<file path="src/sv/hsvrgb_pkg.sv">
package hsvrgb_pkg;

	// hue codes: 128 per degree
	localparam logic [15:0] HUE_FULL_TURN = 16'd46080;
	localparam int          REM_W         = 13;
	localparam logic [REM_W-1:0] HUE_SECTOR = 13'd7680;

	// q1.15 unity
	localparam int          CH_W    = 16;
	localparam logic [CH_W-1:0] Q15_ONE = 16'd32768;

	// s * weight, at most 32768 * 7680 < 2**28
	localparam int PROD_W = 28;

	// divide by 7680 = shift by 9, then multiply by ceil(2**23 / 15)
	localparam int          DIV_SHIFT   = 9;
	localparam int          QUO_IN_W    = PROD_W - DIV_SHIFT;
	localparam int          RECIP_W     = 20;
	localparam logic [RECIP_W-1:0] RECIP_MUL = 20'd559241;
	localparam int          RECIP_SHIFT = 23;
	localparam int          RECIP_PROD_W = QUO_IN_W + RECIP_W;

	// v times a q1.15 factor, below 2**31
	localparam int SCALE_W = 31;

	// 60 degree sectors
	typedef enum logic [2:0] {
		SEC_R_TO_Y = 3'd0,
		SEC_Y_TO_G = 3'd1,
		SEC_G_TO_C = 3'd2,
		SEC_C_TO_B = 3'd3,
		SEC_B_TO_M = 3'd4,
		SEC_M_TO_R = 3'd5
	} sector_t;

	// load enables for the fraction scaling stages
	typedef struct packed {
		logic s2;
		logic s3;
	} stage_en_t;

endpackage

</file>
<file path="src/sv/hsv_to_rgb_converter_top.sv">
// HSV to RGB converter. Takes one item per clock while in_stall is low (hue in 1/128
// degree, saturation and value in Q1.15) and returns red, green and blue in Q1.15. The
// five register stages are: sector split, saturation products, divide by 7680 through a
// reciprocal multiply, value products, and the channel select that feeds the output
// register. Each stage loads whenever it is empty or the next one moves, so bubbles close
// up and in_stall rises only when all five stages hold items and the output is stalled.
module hsv_to_rgb_converter_top
	import hsvrgb_pkg::*;
(
	input  logic            clk,
	input  logic            arst_n,
	input  logic            in_valid,
	output logic            in_stall,
	input  logic [CH_W-1:0] hue,
	input  logic [CH_W-1:0] saturation,
	input  logic [CH_W-1:0] brightness,
	output logic            out_valid,
	input  logic            out_stall,
	output logic [CH_W-1:0] red,
	output logic [CH_W-1:0] green,
	output logic [CH_W-1:0] blue
);

	logic en1, en2, en3, en4, en5;
	stage_en_t frac_en;

	// stage 1 signals
	logic [CH_W-1:0]  hue_w, sec_base, sat_c, val_c;
	sector_t          sec_c;
	logic             valid_s1;
	logic [CH_W-1:0]  sat_s1, val_s1;
	sector_t          sec_s1;
	logic [REM_W-1:0] rem_s1;

	// stage 2 signals
	logic             valid_s2;
	logic [CH_W-1:0]  sat_s2, val_s2;
	sector_t          sec_s2;
	logic [SCALE_W-1:0] p_prod_s2;

	// stage 3 signals
	logic             valid_s3;
	logic [CH_W-1:0]  sat_s3, val_s3, p_s3, sf_s3, sfc_s3;
	sector_t          sec_s3;

	// stage 4 signals
	logic             valid_s4, grey_s4;
	logic [CH_W-1:0]  val_s4, p_s4;
	sector_t          sec_s4;
	logic [SCALE_W-1:0] q_prod_s4, t_prod_s4;

	// stage 5 signals
	logic             valid_s5;
	logic [CH_W-1:0]  q_w, t_w, red_w, green_w, blue_w;
	logic [CH_W-1:0]  red_s5, green_s5, blue_s5;

	// stage load enables, each stage moves when empty or the next one moves
	assign en5 = !valid_s5 || !out_stall;
	assign en4 = !valid_s4 || en5;
	assign en3 = !valid_s3 || en4;
	assign en2 = !valid_s2 || en3;
	assign en1 = !valid_s1 || en2;
	assign in_stall = !en1;
	assign frac_en = '{s2: en2, s3: en3};

	// valid bits
	always_ff @(posedge clk or negedge arst_n) begin
		if (!arst_n) begin
			valid_s1 <= 1'b0;
			valid_s2 <= 1'b0;
			valid_s3 <= 1'b0;
			valid_s4 <= 1'b0;
			valid_s5 <= 1'b0;
		end else begin
			if (en1) valid_s1 <= in_valid;
			if (en2) valid_s2 <= valid_s1;
			if (en3) valid_s3 <= valid_s2;
			if (en4) valid_s4 <= valid_s3;
			if (en5) valid_s5 <= valid_s4;
		end
	end

	// clamp inputs, zero a hue of a full turn or more, split into sector and remainder
	always_comb begin
		sat_c = (saturation > Q15_ONE) ? Q15_ONE : saturation;
		val_c = (brightness > Q15_ONE) ? Q15_ONE : brightness;
		hue_w = (hue >= HUE_FULL_TURN) ? '0 : hue;
		if (hue_w < CH_W'(HUE_SECTOR)) begin
			sec_c = SEC_R_TO_Y;
			sec_base = '0;
		end else if (hue_w < CH_W'(2 * HUE_SECTOR)) begin
			sec_c = SEC_Y_TO_G;
			sec_base = CH_W'(HUE_SECTOR);
		end else if (hue_w < CH_W'(3 * HUE_SECTOR)) begin
			sec_c = SEC_G_TO_C;
			sec_base = CH_W'(2 * HUE_SECTOR);
		end else if (hue_w < CH_W'(4 * HUE_SECTOR)) begin
			sec_c = SEC_C_TO_B;
			sec_base = CH_W'(3 * HUE_SECTOR);
		end else if (hue_w < CH_W'(5 * HUE_SECTOR)) begin
			sec_c = SEC_B_TO_M;
			sec_base = CH_W'(4 * HUE_SECTOR);
		end else begin
			sec_c = SEC_M_TO_R;
			sec_base = CH_W'(5 * HUE_SECTOR);
		end
	end

	always_ff @(posedge clk) begin
		if (en1) begin
			sat_s1 <= sat_c;
			val_s1 <= val_c;
			sec_s1 <= sec_c;
			rem_s1 <= REM_W'(hue_w - sec_base);
		end
	end

	// p product; the sf and sfc products live in the fraction units
	always_ff @(posedge clk) begin
		if (en2) begin
			sat_s2    <= sat_s1;
			val_s2    <= val_s1;
			sec_s2    <= sec_s1;
			p_prod_s2 <= SCALE_W'(val_s1) * SCALE_W'(Q15_ONE - sat_s1);
		end
	end

	// s times fraction and s times one minus fraction, divided by 7680
	hsvrgb_frac_scale u_sf (
		.clk     (clk),
		.en      (frac_en),
		.sat     (sat_s1),
		.weight  (rem_s1),
		.frac_s3 (sf_s3)
	);

	hsvrgb_frac_scale u_sfc (
		.clk     (clk),
		.en      (frac_en),
		.sat     (sat_s1),
		.weight  (HUE_SECTOR - rem_s1),
		.frac_s3 (sfc_s3)
	);

	always_ff @(posedge clk) begin
		if (en3) begin
			sat_s3 <= sat_s2;
			val_s3 <= val_s2;
			sec_s3 <= sec_s2;
			p_s3   <= p_prod_s2[CH_W+14:15];
		end
	end

	// q and t products
	always_ff @(posedge clk) begin
		if (en4) begin
			grey_s4   <= (sat_s3 == '0);
			val_s4    <= val_s3;
			sec_s4    <= sec_s3;
			p_s4      <= p_s3;
			q_prod_s4 <= SCALE_W'(val_s3) * SCALE_W'(Q15_ONE - sf_s3);
			t_prod_s4 <= SCALE_W'(val_s3) * SCALE_W'(Q15_ONE - sfc_s3);
		end
	end

	// place v, p, q, t by sector, grey when saturation is zero
	always_comb begin
		q_w = q_prod_s4[CH_W+14:15];
		t_w = t_prod_s4[CH_W+14:15];
		case (sec_s4)
			SEC_R_TO_Y: begin red_w = val_s4; green_w = t_w;    blue_w = p_s4;   end
			SEC_Y_TO_G: begin red_w = q_w;    green_w = val_s4; blue_w = p_s4;   end
			SEC_G_TO_C: begin red_w = p_s4;   green_w = val_s4; blue_w = t_w;    end
			SEC_C_TO_B: begin red_w = p_s4;   green_w = q_w;    blue_w = val_s4; end
			SEC_B_TO_M: begin red_w = t_w;    green_w = p_s4;   blue_w = val_s4; end
			default:    begin red_w = val_s4; green_w = p_s4;   blue_w = q_w;    end
		endcase
		if (grey_s4) begin
			red_w   = val_s4;
			green_w = val_s4;
			blue_w  = val_s4;
		end
	end

	// output register
	always_ff @(posedge clk) begin
		if (en5) begin
			red_s5   <= red_w;
			green_s5 <= green_w;
			blue_s5  <= blue_w;
		end
	end

	assign out_valid = valid_s5;
	assign red       = red_s5;
	assign green     = green_s5;
	assign blue      = blue_s5;

	// input only held back while the output is stalled
	a_stall_only_when_blocked: assert property (@(posedge clk) disable iff (!arst_n)
		in_stall |-> (out_valid && out_stall))
		else $error("input stalled with the output free");

	// hue remainder stays within one sector
	a_rem_range: assert property (@(posedge clk) disable iff (!arst_n)
		valid_s1 |-> (rem_s1 < HUE_SECTOR))
		else $error("hue remainder out of range");

	// the two truncated fractions add up to s or s - 1
	a_frac_sum: assert property (@(posedge clk) disable iff (!arst_n)
		valid_s3 |-> ((CH_W+1)'(sf_s3) + (CH_W+1)'(sfc_s3) == (CH_W+1)'(sat_s3) ||
			(CH_W+1)'(sf_s3) + (CH_W+1)'(sfc_s3) + 1'b1 == (CH_W+1)'(sat_s3)))
		else $error("fraction split does not match saturation");

	// channels never exceed one
	a_out_range: assert property (@(posedge clk) disable iff (!arst_n)
		out_valid |-> (red <= Q15_ONE && green <= Q15_ONE && blue <= Q15_ONE))
		else $error("channel above unity");

endmodule

</file>
<file path="src/sv/hsvrgb_frac_scale.sv">
module hsvrgb_frac_scale
	import hsvrgb_pkg::*;
(
	input  logic             clk,
	input  stage_en_t        en,
	input  logic [CH_W-1:0]  sat,
	input  logic [REM_W-1:0] weight,
	output logic [CH_W-1:0]  frac_s3
);

	logic [PROD_W-1:0]       prod_s2;
	logic [RECIP_PROD_W-1:0] quot_full;

	// s times sector weight
	always_ff @(posedge clk) begin
		if (en.s2) begin
			prod_s2 <= PROD_W'(sat) * PROD_W'(weight);
		end
	end

	// divide by 7680: drop 9 bits, then divide by 15 through the reciprocal
	assign quot_full = RECIP_PROD_W'(prod_s2[PROD_W-1:DIV_SHIFT]) * RECIP_PROD_W'(RECIP_MUL);

	always_ff @(posedge clk) begin
		if (en.s3) begin
			frac_s3 <= quot_full[RECIP_SHIFT+CH_W-1:RECIP_SHIFT];
		end
	end

endmodule
</file>
<file path="config.mk">
export PLATFORM = sky130hd
export DESIGN_NAME = hsv_to_rgb_converter_top
export DESIGN_NICKNAME = d
export VERILOG_FILES = /design/src/sv/hsvrgb_pkg.sv /design/src/sv/hsv_to_rgb_converter_top.sv /design/src/sv/hsvrgb_frac_scale.sv
export SDC_FILE = /design/constraint.sdc
export NUM_CORES = 2
export LEC_CHECK = 0
export ABC_CLOCK_PERIOD_IN_PS = 15560
export BUFFER_PORTS_ARGS = -buffer_cell sky130_fd_sc_hd__buf_4
export CAP_MARGIN = 40
export CORE_ASPECT_RATIO = 0.7
export CORE_MARGIN = 2
export CORE_UTILIZATION = 30
export DETAILED_ROUTE_END_ITERATION = 6
export GPL_TIMING_DRIVEN = 0
export PLACE_DENSITY = 0.48
export SYNTH_ARGS = -nofsm -noshare
export SYNTH_HDL_FRONTEND = slang
export SYNTH_HIERARCHICAL = 1
export SYNTH_SLANG_ARGS = --single-unit
</file>
<file path="constraint.sdc">
create_clock -name clk -period 15.56 [get_ports clk]
set_clock_uncertainty 0.15 [all_clocks]
set_input_delay 3.89 -clock clk [delete_from_list [all_inputs] [get_ports clk]]
set_output_delay 3.89 -clock clk [all_outputs]
set_load 0.01 [all_outputs]
</file>
==> flow_metrics.tcl <==
set metrics [dict create \
    nNetsFinal 7879 \
    gp_congestion 0.9096 \
    arrival_ns 9.85 \
    grt-ovfl-total 0 \
    post-place-cells 8708 \
    htreeDepth 2 \
    die_x_um 532.8 \
    rr_worst_depth 26 \
    rows 135 \
    tightest_slew_ns 1.004 \
    grt_setup_unrepaired "no" \
    status "finished, final reports clean" \
    root_buffer "clkbuf_16" \
    grt.met2_usage_pct 23.51 \
    routed-via-count 40710 \
    dp_hpwl_um 140500 \
    antenna_found_initial 12 \
    busiest_layer "met1" \
    synth_area_um2 58720 \
    avgViaCountPerCell 4.630 \
    grt_start_max_net_pins 58 \
    ys_seq_elements 341 \
    grt_pass1_wl_um 262100 \
    clk_pin_slew_ns 0.06 \
    post_drt_wl_per_cell_um 19.12 \
    syn_to_final_growth_pct 10.20 \
    numCtsBuffers 44 \
    synthCells 5970 \
    syn_nets 7698 \
    cts_tree "built" \
    final_cells 8792 \
    io_buffers 99 \
    initial_core_util_pct 30.28 \
    ctsHoldBuffers 0 \
    core_um2 193900 \
    cp_slowest_cell "edfxtp_1" \
    routed_wl_um 168100 \
    post-route-period-util_pct 61.73 \
    drc 0 \
    hold_path_end "sat_s3[2]" \
    drv_slew 0 \
    cp_max_fo 12 \
    slowest_delay_ns 0.75 \
    clockBufferDepth 3 \
    crit_type "reg2reg" \
    drive_gt1_share_pct 4.365 \
    hp-start "sat_s2[2]" \
    setup_viol 0 \
    min_period_ns 9.606 \
    cpMostUsedCell "fa_1" \
    grt_use_met1_pct 27.01 \
    grt_pass1_vias 42670 \
    grt_use_total_pct 17.09 \
    ys_types 84 \
    clk_latency_ns 0.65 \
    start_kind "register" \
    setup_tns_ns 0 \
    ys.flop_type "edfxtp_1" \
    post_cts_buffers 0 \
    hold_viol_final 0 \
    cpLargestDelayFamily "adder cells" \
    cp-end-kind "register" \
    avgSynthCellArea_um2 9.836 \
    io_pins 102 \
    crit_buf_inv 4 \
    drtAntennaViolNets 0 \
    timing.rr.end "p_prod_s2[30]" \
    grtUsageMet3_pct 4.005 \
    rrSetupSlack_ns 5.95 \
    required_ns 15.81 \
    cap_violations 0 \
    die_area_um2 199300 \
    timing.slew.headroom_pct 33.07 \
    timing.fmax_mhz 104.1 \
    drt_first_iter_violations 2581 \
    cts_resized 0 \
    synth_edf_count 336 \
    die_h_um 374.2 \
    hold_depth 0 \
    clock-sinks 341 \
    drt_pass1_iterations 5 \
    yosysSeqAreaShare_pct 17.40 \
    reg_top3 "u_sf/prod_s2 (19), u_sfc/prod_s2 (19)" \
    hp-class "reg2reg" \
    timing.rr.start "sat_s1[4]" \
    ys_warn_count 6 \
    async_flop_share_pct 1.466 \
]
## stage by stage
step | setup WS [ns] | area, um2 | util (%) | hold slack (ns)
floorplan | 5.558 | 58720 | - | 0.2503
global placement | 4.062 | 62720 | 32.35 | 0.2533
finish | 5.954 | 64710 | 33.37 | 0.2480
CTS | 5.901 | 64700 | 33.37 | 0.2431
detailed placement | 5.954 | 63190 | 32.59 | 0.2545
global route | 5.364 | 64700 | 33.37 | 0.2650
## worst max-delay path by stage
stage,cells past startpoint,startpoint,slack (ns),end
2_1_floorplan,3,out_stall,5.56,in_stall
3_3_place_gp,5,out_stall,4.06,in_stall
3_5_place_dp,30,u_sfc/frac_s3[0],5.95,t_prod_s4[30]
4_1_cts,30,u_sfc/frac_s3[0],5.90,t_prod_s4[30]
5_1_grt,30,u_sfc/frac_s3[0],5.36,t_prod_s4[30]
6_report,26,sat_s1[4],5.95,p_prod_s2[30]
## cell type report
| cell class | instances | area (um2) |
|---|---|---|
| antenna | 4 | 10.01 |
| buffer | 211 | 804.5 |
| clock buffer | 49 | 1120 |
| clock inverter | 31 | 386.6 |
| fill | 20220 | 129200 |
| inverter | 1237 | 4643 |
| multi-input combinational | 4181 | 43080 |
| sequential | 341 | 10210 |
| tap | 2603 | 3257 |
| timing repair buffer | 135 | 1194 |
## synthesized netlist by cell type, drive strengths merged (67+ instances only)
cell type  count  share of area [%]
edfxtp       336                 17
inv         1237                7.9
clkbuf       202                1.3
a21oi        179                1.6
fa          1007                 34
xnor2        116                1.8
nand2        686                4.4
and2         631                6.7
ha           669                 14
o21ai         78               0.69
mux2i         67                1.1
nor2         171                1.1
## layout by cell type (no fill, tap or decap), types with 10 or more instances in the layout
cell          n
inv_1      1236
fa_1       1007
nand2_1     683
ha_1        669
and2_1      631
edfxtp_1    336
clkbuf_1    207
a21oi_1     175
nor2_1      170
xnor2_1     112
buf_4       111
mux2i_1      67
xor2_1       65
o21ai_0      61
nor2b_1      50
a21o_1       46
clkbuf_16    44
nor3_1       40
nand3_1      32
o22a_1       32
nand2b_1     25
o21a_1       24
or2_2        21
nor4_1       19
a22oi_1      16
a31oi_1      14
and3_1       13
o21ai_1      13
nand4_1      12
o211ai_1     12
a211oi_1     12
a41oi_1      10
a211o_1      10
## cells by family (layout without fill, tap and decap cells)
logic type,Yosys count,in the layout,synth area share (%)
AND/OR/NAND/NOR,1752,1752,15.06
adder cells (fa/ha/maj),1676,1676,48.59
buffers and inverters,1448,1663,9.277
AO/OA/AOI/OAI,505,505,5.768
flip-flops,341,341,17.40
XOR/XNOR,181,181,2.770
multiplexers,67,67,1.142
other,0,4,0
## worst reg2reg max path, cell delays in order (launching register included)
cell,delay (ns)
edfxtp_1,0.75
or4_4,0.68
or4_4,0.43
or2_4,0.28
nor2_1,0.12
xnor2_1,0.39
clkbuf_1,0.60
nand2_1,0.17
fa_1,0.54
inv_1,0.06
fa_1,0.50
inv_1,0.05
fa_1,0.47
inv_1,0.05
fa_1,0.51
fa_1,0.52
fa_1,0.51
ha_1,0.37
a21oi_1,0.25
nand2_1,0.14
nand4bb_1,0.19
o211a_1,0.25
a31o_2,0.35
a221o_1,0.43
a211o_1,0.33
a21oi_1,0.19
xnor2_1,0.08
## metal layers
metal | vias up | wire length, um
li1 | 18990 | -
met1 | 20530 | 86800
met2 | 1069 | 65360
met3 | 114 | 13570
met4 | 6 | 2187
met5 | - | 174
Power is not shown: default switching activity piles up to over one toggle a cycle in this logic, so the estimate is an artifact.
